## config.mk

```make
export PLATFORM = sky130hd
export DESIGN_NAME = strict_base64_decoder
export DESIGN_NICKNAME = d
export VERILOG_FILES = /design/src/hdl/sb64_pkg.sv /design/src/hdl/strict_base64_decoder.sv
export SDC_FILE = /design/constraint.sdc
export NUM_CORES = 1
export LEC_CHECK = 0
export ABC_CLOCK_PERIOD_IN_PS = 8900
export BUFFER_PORTS_ARGS = -buffer_cell sky130_fd_sc_hd__buf_2
export CELL_PAD_IN_SITES_DETAIL_PLACEMENT = 0
export CELL_PAD_IN_SITES_GLOBAL_PLACEMENT = 1
export CORE_ASPECT_RATIO = 1.75
export CORE_MARGIN = 4
export CORE_UTILIZATION = 43
export CTS_CLUSTER_DIAMETER = 200
export CTS_CLUSTER_SIZE = 40
export DETAILED_ROUTE_END_ITERATION = 6
export PLACE_DENSITY = 0.74
export SLEW_MARGIN = 20
export SYNTH_ARGS = -nofsm -noshare
export SYNTH_HDL_FRONTEND = slang
export SYNTH_SLANG_ARGS = --single-unit
```

## constraint.sdc

```tcl
create_clock -name clk -period 8.9 [get_ports clk]
set_input_delay 1.78 -clock clk [delete_from_list [all_inputs] [get_ports clk]]
set_output_delay 1.78 -clock clk [all_outputs]
set_load 0.01 [all_outputs]
```

## src/hdl/sb64_pkg.sv

```systemverilog
`timescale 1ns / 1ps
// Package for the strict base64 decoder: result record, status codes,
// FIFO sizing and the alphabet lookup. No dependencies.
package sb64_pkg;

	localparam int unsigned FIFO_DEPTH = 4;
	localparam int unsigned FIFO_PTR_W = 2;
	localparam int unsigned FIFO_CNT_W = 3;
	localparam int unsigned MAX_PUSH   = 3;

	localparam logic [7:0] PAD_CHAR = 8'h3D;

	localparam logic [2:0] ST_OK         = 3'd0;
	localparam logic [2:0] ST_BAD_CHAR   = 3'd1;
	localparam logic [2:0] ST_BAD_PAD    = 3'd2;
	localparam logic [2:0] ST_NONCANON   = 3'd3;
	localparam logic [2:0] ST_INCOMPLETE = 3'd4;
	localparam logic [2:0] ST_TOO_LARGE  = 3'd5;

	typedef struct packed {
		logic [7:0] data;
		logic [2:0] status;
		logic       last;
	} result_t;

	// Alphabet lookup: bit 6 flags a member of the alphabet, bits 5:0 hold its index.
	function automatic logic [6:0] sextet_of(input logic [7:0] c);
		logic [7:0] d;
		d = 8'd0;
		if (c >= 8'h41 && c <= 8'h5A) begin
			d = c - 8'h41;
			return {1'b1, d[5:0]};
		end
		if (c >= 8'h61 && c <= 8'h7A) begin
			d = c - 8'h61 + 8'd26;
			return {1'b1, d[5:0]};
		end
		if (c >= 8'h30 && c <= 8'h39) begin
			d = c - 8'h30 + 8'd52;
			return {1'b1, d[5:0]};
		end
		if (c == 8'h2B) return {1'b1, 6'd62};
		if (c == 8'h2F) return {1'b1, 6'd63};
		return 7'd0;
	endfunction

endpackage

```

## src/hdl/strict_base64_decoder.sv

```systemverilog
`timescale 1ns / 1ps
// Strict base64 decoder top level: input register, decode logic and result FIFO.
// Depends on sb64_pkg.
//
// Takes one base64 character per item (standard alphabet, padded) and returns
// decoded bytes, one per output item, or a single error item per failed
// stream. Throughput is one character per cycle while in_stall is low: each
// character is held in the input register and decoded there in a single
// pass; a complete group of four pushes up to three results at once into a
// four-entry result FIFO that drains one item per cycle while out_stall is
// low. A character is decoded only once the FIFO has a free slot for every
// result that it pushes (none for the first three characters of a group, one
// for an error, up to three for a group's last character), so four
// characters per three bytes flow without a gap. A stalled output side
// backs up into in_stall as soon as the FIFO cannot take the waiting
// character's results; the input register holds that character meanwhile.
// After an error item (out_end set, out_byte zero) all characters up to the
// one flagged last are dropped. max_bytes_q resets to 16777216 and is
// written through cfg_we / cfg_wdata; the user must write it only while the
// block is idle, which the block itself does not enforce.
module strict_base64_decoder (
	input  logic                      clk,
	input  logic                      arst_n,
	input  logic                      cfg_we,
	input  logic [31:0]               cfg_wdata,
	input  logic                      in_valid,
	output logic                      in_stall,
	input  logic [7:0]                in_char,
	input  logic                      in_last,
	output logic                      out_valid,
	input  logic                      out_stall,
	output logic [7:0]                out_byte,
	output logic [2:0]                out_status,
	output logic                      out_end
);
	import sb64_pkg::*;

	// configuration
	logic [31:0] max_bytes_q;

	// input register
	logic       valid_s1;
	logic [7:0] char_s1;
	logic       last_s1;

	// stream state
	logic [1:0]  pos_q;
	logic [17:0] acc_q;
	logic        third_pad_q;
	logic [32:0] emitted_q;
	logic        discard_q;

	logic [1:0]  pos_d;
	logic [17:0] acc_d;
	logic        third_pad_d;
	logic [32:0] emitted_d;
	logic        discard_d;

	// result FIFO
	result_t                 fifo_q [FIFO_DEPTH];
	logic [FIFO_PTR_W-1:0]   wr_ptr_q;
	logic [FIFO_PTR_W-1:0]   rd_ptr_q;
	logic [FIFO_CNT_W-1:0]   cnt_q;

	// decode signals
	logic        room;
	logic        proc_fire;
	logic        in_fire;
	logic        out_fire;
	logic        is_pad;
	logic [6:0]  lookup;
	logic        err;
	logic [2:0]  err_code;
	logic [5:0]  sextet;
	logic [1:0]  pad_n;
	logic [1:0]  byte_n;
	logic [23:0] bits;
	logic [32:0] emitted_sum;
	logic [1:0]  need_n;
	logic [1:0]  push_n;
	result_t     res [MAX_PUSH];

	// Decode only when the FIFO has a slot for each result the character pushes.
	assign need_n    = discard_q ? 2'd0 :
	                   err ? 2'd1 :
	                   (pos_q != 2'd3) ? 2'd0 : byte_n;
	assign room      = (cnt_q + FIFO_CNT_W'(need_n)) <= FIFO_CNT_W'(FIFO_DEPTH);
	assign proc_fire = valid_s1 && room;
	assign in_stall  = valid_s1 && !room;
	assign in_fire   = in_valid && !in_stall;
	assign out_valid = cnt_q != '0;
	assign out_fire  = out_valid && !out_stall;

	assign out_byte   = fifo_q[rd_ptr_q].data;
	assign out_status = fifo_q[rd_ptr_q].status;
	assign out_end    = fifo_q[rd_ptr_q].last;

	assign is_pad      = char_s1 == PAD_CHAR;
	assign lookup      = sextet_of(char_s1);
	assign bits        = {acc_q, sextet};
	assign byte_n      = 2'd3 - pad_n;
	assign emitted_sum = emitted_q + {31'd0, byte_n};

	// Classify the character: padding rules, then the alphabet, then group checks.
	always_comb begin
		err         = 1'b0;
		err_code    = ST_OK;
		sextet      = 6'd0;
		pad_n       = 2'd0;
		if (is_pad) begin
			if (pos_q < 2'd2) begin
				err      = 1'b1;
				err_code = ST_BAD_PAD;
			end else if (pos_q == 2'd3) begin
				if (!last_s1) begin
					err      = 1'b1;
					err_code = ST_BAD_PAD;
				end else begin
					pad_n = third_pad_q ? 2'd2 : 2'd1;
				end
			end
		end else if (pos_q == 2'd3 && third_pad_q) begin
			err      = 1'b1;
			err_code = ST_BAD_PAD;
		end else if (!lookup[6]) begin
			err      = 1'b1;
			err_code = ST_BAD_CHAR;
		end else begin
			sextet = lookup[5:0];
		end
		// group-level checks once the character itself is acceptable
		if (!err) begin
			if (pos_q != 2'd3) begin
				if (last_s1) begin
					err      = 1'b1;
					err_code = ST_INCOMPLETE;
				end
			end else if ((pad_n == 2'd2 && bits[15:0] != 16'd0) ||
			             (pad_n == 2'd1 && bits[7:0] != 8'd0)) begin
				err      = 1'b1;
				err_code = ST_NONCANON;
			end else if (emitted_sum > {1'b0, max_bytes_q}) begin
				err      = 1'b1;
				err_code = ST_TOO_LARGE;
			end
		end
	end

	// Next stream state and the results to push.
	always_comb begin
		pos_d       = pos_q;
		acc_d       = acc_q;
		third_pad_d = third_pad_q;
		emitted_d   = emitted_q;
		discard_d   = discard_q;
		push_n      = 2'd0;
		for (int k = 0; k < MAX_PUSH; k++) begin
			res[k] = '0;
		end
		if (proc_fire) begin
			if (discard_q) begin
				// drop characters until the last one, then start afresh
				if (last_s1) begin
					discard_d = 1'b0;
				end
			end else if (err) begin
				push_n        = 2'd1;
				res[0].status = err_code;
				res[0].last   = 1'b1;
				pos_d         = 2'd0;
				acc_d         = '0;
				third_pad_d   = 1'b0;
				emitted_d     = '0;
				discard_d     = !last_s1;
			end else if (pos_q != 2'd3) begin
				acc_d = {acc_q[11:0], sextet};
				pos_d = pos_q + 2'd1;
				if (is_pad) begin
					third_pad_d = 1'b1;
				end
			end else begin
				push_n = byte_n;
				for (int k = 0; k < MAX_PUSH; k++) begin
					res[k].data   = bits[23 - 8*k -: 8];
					res[k].status = ST_OK;
					res[k].last   = last_s1 && (2'(k) + 2'd1 == byte_n);
				end
				pos_d       = 2'd0;
				acc_d       = '0;
				third_pad_d = 1'b0;
				emitted_d   = last_s1 ? 33'd0 : emitted_sum;
			end
		end
	end

	always_ff @(posedge clk or negedge arst_n) begin
		if (!arst_n) begin
			max_bytes_q <= 32'd16777216;
		end else if (cfg_we) begin
			max_bytes_q <= cfg_wdata;
		end
	end

	// Input register: load on accept, empty once decoded.
	always_ff @(posedge clk or negedge arst_n) begin
		if (!arst_n) begin
			valid_s1 <= 1'b0;
		end else if (in_fire) begin
			valid_s1 <= 1'b1;
		end else if (proc_fire) begin
			valid_s1 <= 1'b0;
		end
	end

	always_ff @(posedge clk) begin
		if (in_fire) begin
			char_s1 <= in_char;
			last_s1 <= in_last;
		end
	end

	always_ff @(posedge clk or negedge arst_n) begin
		if (!arst_n) begin
			pos_q       <= 2'd0;
			acc_q       <= '0;
			third_pad_q <= 1'b0;
			emitted_q   <= '0;
			discard_q   <= 1'b0;
		end else begin
			pos_q       <= pos_d;
			acc_q       <= acc_d;
			third_pad_q <= third_pad_d;
			emitted_q   <= emitted_d;
			discard_q   <= discard_d;
		end
	end

	// Result FIFO storage: up to three writes per cycle at consecutive slots.
	always_ff @(posedge clk) begin
		for (int k = 0; k < MAX_PUSH; k++) begin
			if (2'(k) < push_n) begin
				fifo_q[wr_ptr_q + FIFO_PTR_W'(k)] <= res[k];
			end
		end
	end

	always_ff @(posedge clk or negedge arst_n) begin
		if (!arst_n) begin
			wr_ptr_q <= '0;
			rd_ptr_q <= '0;
			cnt_q    <= '0;
		end else begin
			wr_ptr_q <= wr_ptr_q + FIFO_PTR_W'(push_n);
			if (out_fire) begin
				rd_ptr_q <= rd_ptr_q + FIFO_PTR_W'(1);
			end
			cnt_q <= cnt_q + FIFO_CNT_W'(push_n) - FIFO_CNT_W'(out_fire);
		end
	end

`ifndef SYNTHESIS
	a_fifo_bound: assert property (@(posedge clk) disable iff (!arst_n)
		cnt_q <= FIFO_CNT_W'(FIFO_DEPTH))
		else $error("result FIFO overfilled");

	a_err_is_end: assert property (@(posedge clk) disable iff (!arst_n)
		(out_valid && out_status != ST_OK) |-> (out_end && out_byte == 8'd0))
		else $error("error item without end flag or with data");

	a_stream_clear: assert property (@(posedge clk) disable iff (!arst_n)
		(proc_fire && last_s1) |=> (pos_q == 2'd0 && !discard_q && emitted_q == '0
			&& !third_pad_q))
		else $error("stream state not cleared after last character");

	a_err_discard: assert property (@(posedge clk) disable iff (!arst_n)
		(proc_fire && !discard_q && err && !last_s1) |=> discard_q)
		else $error("error not followed by discarding");

	a_no_push_discard: assert property (@(posedge clk) disable iff (!arst_n)
		discard_q |-> push_n == 2'd0)
		else $error("result pushed while discarding");
`endif

endmodule

```

# After elaboration in Yosys (flattened, before gate mapping)
# Memory sizes are Yosys's and may differ from the RTL's.
# Cells that the tools add are included.
word_totals:
  n_memories: 1
  register_bits: 104
  latch_bits: 0
  mem_bits_ro: 0
  ram_bits: 48
mem_list:
  columns: ["name", "depth", "width", "read_ports", "rd_ports_with_merged_regs", "wr", "line", "text"]
  rows:
  - ["fifo_q", 4, 12, 1, 0, 3, "strict_base64_decoder.sv:60", "result_t fifo_q [FIFO_DEPTH];"]
op_classes:
  bitwise_logic: 1
  mux: 85
  div_mod_pow: 0
  n_reduce_logical: 25
  add_sub_neg: 15
  multipliers: 0
  shift: 0
  n_eq_ne: 12
  magnitude_cmp: 12
op_table:
  columns: ["cell", "count"]
  rows:
  - ["two-way mux 36 bit", 3]
  - ["two-way mux 33 bit", 3]
  - ["two-way mux 7 bit", 10]
  - ["two-way mux 1 bit", 40]
  - ["two-way mux 18 bit", 2]
  - ["adder 33 x 2 -> 33 bit", 1]
  - ["greater-than comparator 33 x 32 -> 1 bit", 1]
  - ["two-way mux 2 bit", 15]
  - ["== test 8 x 6 -> 1 bit, second input constant", 3]
  - ["two-way mux 24 bit", 1]
  - ["two-way mux 3 bit", 6]
  - ["two-way mux 6 bit", 3]
  - [">= comparator 8 x 7 -> 1 bit, second input constant", 2]
  - ["<= comparator 8 x 7 -> 1 bit, second input constant", 2]
  - ["nonzero test 16 bit", 1]
  - ["logical AND 1 bit", 13]
  - ["subtractor 6 bit, second input constant", 2]
  - [">= comparator 8 x 6 -> 1 bit, second input constant", 1]
  - ["<= comparator 8 x 6 -> 1 bit, second input constant", 1]
  - ["two-way mux 8 bit", 1]
  - ["nonzero test 8 bit", 1]
  - ["adder 2 x 1 -> 2 bit, second input constant", 3]
  - ["adder 3 x 2 -> 3 bit", 2]
  - ["adder 6 x 5 -> 6 bit, second input constant", 1]
  - ["other kinds (24)", 32]

# Depth between registers and ports, before layout
logic_depth:
  ltp_word: 36
  mapped_depth: 41

# Least setup slack after synthesis
# Ideal clock, no wire load.
synth_timing:
  path_kind: "reg2reg"
  from: "reg char_s1[2]"
  to: "reg cnt_q[2]"
  setup_slack_ns: 0.829
  period_less_slack_ns: 8.071
  arrival_time_ns: 7.941
  stages_incl_launch_ff: 41
  setup_ns: 0.130
  n_path_buf: 3
  cell_sequence: "edfxtp_1 ha_1 and3_1 nand3_2 nor3_1 inv_1 ha_1 inv_1 fa_1 nor2b_1 nor2b_1 and3_1 nand3_1 or4_1 clkbuf_1 nor2_1 xor2_1 ha_1 (+5 left out) nor2_1 clkbuf_1 nand2_1 xnor2_1 ha_1 nor2_1 xor2_1 o211ai_1 nor3_4 buf_2 o21ai_1 ha_1 inv_1 ha_1 inv_1 fa_1 xor2_1 xnor2_1"
synth_via:
  elab_chain_len: 28
  elab_cells_between_ends: 72
synth_rtl:
  columns: ["item", "line", "text"]
  rows:
  - ["start, declared", "strict_base64_decoder.sv:43", "logic [7:0] char_s1;"]
  - ["start signal, assigned", "strict_base64_decoder.sv:217", "char_s1 <= in_char;"]
  - ["subtractor 6 bit (tied with other cells)", "sb64_pkg.sv:35", "d = c - 8'h61 + 8'd26;"]
  - ["adder 6 x 5 -> 6 bit (tied with other cells)", "sb64_pkg.sv:35", null]
  - ["two-way mux 7 bit / two-way mux 1 bit (equally long branches)", "sb64_pkg.sv:34, sb64_pkg.sv:43", null]
  - ["two-way mux 7 bit / two-way mux 1 bit (equally long branches)", "sb64_pkg.sv:38, sb64_pkg.sv:42", null]
  - ["two-way mux 7 bit / two-way mux 1 bit (equally long branches)", "sb64_pkg.sv:42, sb64_pkg.sv:38", null]
  - ["two-way mux 7 bit / two-way mux 1 bit (equally long branches)", "sb64_pkg.sv:43, sb64_pkg.sv:34", null]
  - ["two-way mux 7 bit", "sb64_pkg.sv:44", "return 7'd0;"]
  - ["two-way mux 7 bit", "sb64_pkg.sv:43", "if (c == 8'h2F) return {1'b1, 6'd63};"]
  - ["(+12 left out)", null, null]
  - ["two-way mux 2 bit (*)", "strict_base64_decoder.sv:85, strict_base64_decoder.sv:166", null]
  - ["two-way mux 2 bit (*)", "strict_base64_decoder.sv:84, strict_base64_decoder.sv:161", null]
  - ["adder 3 x 2 -> 3 bit", "strict_base64_decoder.sv:87", "assign room = (cnt_q + FIFO_CNT_W'(need_n)) <= FIFO_CNT_W'(FIFO_DEPTH);"]
  - ["<= comparator 3 bit", "strict_base64_decoder.sv:87", null]
  - ["logical AND 1 bit", "strict_base64_decoder.sv:88", "assign proc_fire = valid_s1 && room;"]
  - ["two-way mux 2 bit (*)", "strict_base64_decoder.sv:160", "if (proc_fire) begin"]
  - ["adder 3 x 2 -> 3 bit (*)", "strict_base64_decoder.sv:257", "cnt_q <= cnt_q + FIFO_CNT_W'(push_n) - FIFO_CNT_W'(out_fire);"]
  - ["subtractor 3 x 1 -> 3 bit (*)", "strict_base64_decoder.sv:257", null]
  - ["end signal, assigned", "strict_base64_decoder.sv:257", null]
  - ["end, declared", "strict_base64_decoder.sv:63", "logic [FIFO_CNT_W-1:0] cnt_q;"]
# Every way passes the cells marked *; elsewhere a longest branch is shown, timed or not. The select of a mux whose other input is x is not followed.
# A chain may end at the register's enable or synchronous reset.

# Worst setup path after layout
layout_timing:
  from: "reg char_s1[2]"
  to: "out in_stall"
layout_via:
  elab_chain_len: 26
  elab_cells_between_ends: 70
layout_rtl:
  columns: ["item", "line", "text"]
  rows:
  - ["subtractor 6 bit (tied with other cells)", "sb64_pkg.sv:35", null]
  - ["adder 6 x 5 -> 6 bit (tied with other cells)", "sb64_pkg.sv:35", null]
  - ["two-way mux 7 bit / two-way mux 1 bit (equally long branches)", "sb64_pkg.sv:34, sb64_pkg.sv:43", null]
  - ["two-way mux 7 bit / two-way mux 1 bit (equally long branches)", "sb64_pkg.sv:38, sb64_pkg.sv:42", null]
  - ["two-way mux 7 bit / two-way mux 1 bit (equally long branches)", "sb64_pkg.sv:42, sb64_pkg.sv:38", null]
  - ["two-way mux 7 bit / two-way mux 1 bit (equally long branches)", "sb64_pkg.sv:43, sb64_pkg.sv:34", null]
  - ["two-way mux 7 bit", "sb64_pkg.sv:44", null]
  - ["two-way mux 7 bit", "sb64_pkg.sv:43", null]
  - ["(+10 left out)", null, null]
  - ["two-way mux 1 bit", "strict_base64_decoder.sv:133", "if (pos_q != 2'd3) begin"]
  - ["two-way mux 1 bit", "strict_base64_decoder.sv:132", "if (!err) begin"]
  - ["two-way mux 2 bit (*)", "strict_base64_decoder.sv:85", "err ? 2'd1 :"]
  - ["two-way mux 2 bit (*)", "strict_base64_decoder.sv:84", "assign need_n = discard_q ? 2'd0 :"]
  - ["adder 3 x 2 -> 3 bit (*)", "strict_base64_decoder.sv:87", null]
  - ["<= comparator 3 bit (*)", "strict_base64_decoder.sv:87", null]
  - ["zero test 1 bit (*)", "strict_base64_decoder.sv:89", "assign in_stall = valid_s1 && !room;"]
  - ["logical AND 1 bit (*)", "strict_base64_decoder.sv:89", null]
  - ["end, declared", "strict_base64_decoder.sv:27", "output logic in_stall,"]
# Marked as above.

==> impl_results.md <==
- Max Slew Vio Count: 0
- Top-count cell post-synth: nand2_1
- Synthesized Nets: 1077
- Peak supply drop: 0.000107 V
- Share of layout cells above drive strength 1: 17.2%
- Die width: 119 µm
- Mapped Cells: 980
- Final min period: 8420 ps
- Row Count: 71
- Worst r2r src: char_s1[2]
- Rel. slew slack: 39.5%
- Mapped Area: 9320 µm²
- Critical Path End Type: output pin
- Core Area: 21400 µm²
- PortBufs: 59
- Final period utilization: 94.7%
- Post-synthesis sequential area ratio: 42.6%
- Clk buf depth: 2
- Outcome: complete, no violations
- Gr usage total: 21.1%
- Vias in the first global route: 7706
- Number of remaining DRC errors: 0
- Routed Antenna Nets: 0
- WP data arrival: 6640 ps
- Fraction of registers with async set or reset after synthesis: 62.5%
- Post-DP HPWL: 18900 µm
- CTS clock-pin slew for the worst setup and hold paths: 60 ps
- CP Capture Point: in_stall
- Final setup viols: 0
- Worst min path class: flip-flop to flip-flop
- CTS tree: done
- Crit-path max FO: 7
- Fillers: 2018
- Num CTS Buffers: 17
- Top-area cell type share of the netlist area: 25.2%
- Fmax: 0.119 GHz
- Reg2reg path depth: 32
- Synth unique cells: 85
- Area of the multi-input gates: 4980 µm²
- Clock Sinks: 152
- Initial antenna violation count: 0
- Lkg Pwr: 0.00470 µW
- Root buffer cell: clkbuf_16
- Most frequent CP cell: inv_1
- Largest net degree at the start of global routing: 70
- Synth area leader: dfrtp_1
- Routed vias: 7449
- Most used flip-flop cell after synthesis: dfrtp_1
- Ys Warns: 0
- Worst setup path class: flip-flop to output pin
- Final Skew: 7.61 ps
- DIE AREA: 24200 µm²
- Worst r2r dst: fifo_q[0][7]
- Overflow after GRT: 0
- R2r setup slk: 1070 ps
- Vias/cell: 5.53
- Die H: 203 µm
- First-pass GRT wire length: 40200 µm
- Nets: 1139
- Register bit total from synthesis: 152
- Register area: 3970 µm²
- Top post-synthesis cells by area: dfrtp_1 25%, edfxtp_1 14%, ha_1 6.6%
- Maximum level of the CTS H-tree: 4
- Post-synth top cells: 145 x nand2_1, 94 x dfrtp_1, 64 x nand3_1, 63 x inv_1, 63 x nor2_1
- I/O Pins: 60
- Slowest cell on crit path: or4_4
- Post-Syn Area per Cell: 9.51 µm²
- Antenna diode count: 0
- Area growth, synth to finish: 13.9%
- Iter 0 DRT Violations: 340
- Setup_tns: 0 ps
- Minimum hold slack: 459 ps
- Skew-Pair Late Insertion Delay: 430 ps
- Largest stage delay on the critical path: 550 ps
- Total of max-cap violations: 0
- Starting Density: 43.6%
- Number of enable flip-flop cells after synthesis: 45
- Worst-Margin Slew: 908 ps
- Average wire per standard cell: 18.3 µm
- GPL Wtd Cong: 0.920
- Drt total wl: 24700 µm
- CP required: 7120 ps
- DR pass1 iterations: 7
- Fin. Hold Viols: 0
- Setup crit start kind: flip-flop
- PwrDens: 241 nW/µm²
- Critical Path Source: char_s1[2]
[where the power goes]
part	switching [µW]	total [µW]	internal, µW
registers	106	927	821
clock network	291	699	408
logic	581	935	354
total	978	2560	1580
[area by class of cell]
type / count / share of cell area [%]
Sequential cell: 152 / 37.4
Multi-Input combinational cell: 720 / 46.9
Clock inverter: 14 / 1.25
Timing Repair Buffer: 86 / 4.71
Clock buffer: 18 / 4.04
Inverter: 65 / 2.30
Tap cell: 292 / 3.44
[what timing repair did]
| item | 4_1_cts | 5_1_grt |
|---|---|---|
| endpoints found under the hold margin | 0 | 0 |
| setup buffers | 0 | 5 |
| resized for setup | 0 | 22 |
| endpoints found under the setup margin | 0 | 11 |
| hold buffers | 0 | 0 |
[worst min path at each step]
stage / depth (start not counted) / endpoint / from / slack, ps
2_1_floorplan: 2 / fifo_q[2][1] / fifo_q[2][1] / 440
3_3_place_gp: 2 / fifo_q[3][1] / fifo_q[3][1] / 440
3_5_place_dp: 2 / fifo_q[2][2] / fifo_q[2][2] / 450
4_1_cts: 2 / fifo_q[2][2] / fifo_q[2][2] / 460
5_1_grt: 2 / fifo_q[2][2] / fifo_q[2][2] / 490
6_report: 2 / fifo_q[2][2] / fifo_q[2][2] / 460
[worst max-delay path: cells and delay by family (launching register included)]
kind	cells	cell delay [ps]
AND/OR/NAND/NOR	13	2780
flip-flops	1	400
XOR/XNOR	2	260
adder cells (fa/ha/maj)	6	1540
AO/OA/AOI/OAI	4	870
buffers and inverters	5	370
[metal layers]
| layer | wire length, µm | global-route usage, % |
|---|---|---|
| met2 | 14300 | 41.3 |
| met1 | 8760 | 21.1 |
| met5 | 0 | 0 |
| met3 | 694 | 3.65 |
| met4 | 949 | 9.79 |
[metrics by stage]
stage / cells / cell area [µm²] / util, % / total power, µW / setup slack [ps]
4_1_cts: 1342 / 10500 / 49.0 / 2570 / 0.521
5_1_grt: 1347 / 10600 / 49.6 / 2730 / -5.87
3_3_place_gp: 1310 / 9940 / 46.4 / 1860 / 639
3_5_place_dp: 1310 / 9940 / 46.4 / 1860 / 487
2_1_floorplan: 980 / 9320 / - / 1580 / 829
6_report: 1347 / 10600 / 49.6 / 2560 / 475
[cells in the final DEF (no fill, tap or decap), types with 12 or more instances in the layout]
master and count:
edfxtp_1 45, nand3_1 62, dfrtp_1 94, nand2_1 145, ha_1 46, xor2_1 20, xnor2_1 25, o21ai_0 62
a21oi_1 38, dfxtp_1 12, inv_1 63, mux2i_1 15, a21o_1 14, mux4_2 12, and3_1 12, clkbuf_16 17
buf_2 58, buf_4 28, nor2_1 61, a221o_1 22
[logic make-up (layout without fill, tap and decap cells)]
| logic type | Yosys count | in the layout | share of synthesized area (%) |
|---|---|---|---|
| AOI/OAI and AO/OA | 221 | 221 | 16.9 |
| xor gates and xnor gates | 45 | 45 | 4.23 |
| adders and majority gates | 51 | 51 | 7.00 |
| buffers and inverters | 108 | 183 | 4.91 |
| DFF | 152 | 152 | 42.6 |
| muxes | 28 | 28 | 4.63 |
| and+or+nand+nor | 375 | 375 | 19.8 |
[sequential cells by signal (all words and copies together) (netlist names)]
name / cells
acc_q: 18
emitted_q: 33
valid_s1: 1
fifo_q: 48
max_bytes_q: 32
char_s1: 8
pos_q: 2
last_s1: 1
rd_ptr_q: 2
discard_q: 1
cnt_q: 3
wr_ptr_q: 2
third_pad_q: 1
(Power assumes the default switching activity.)
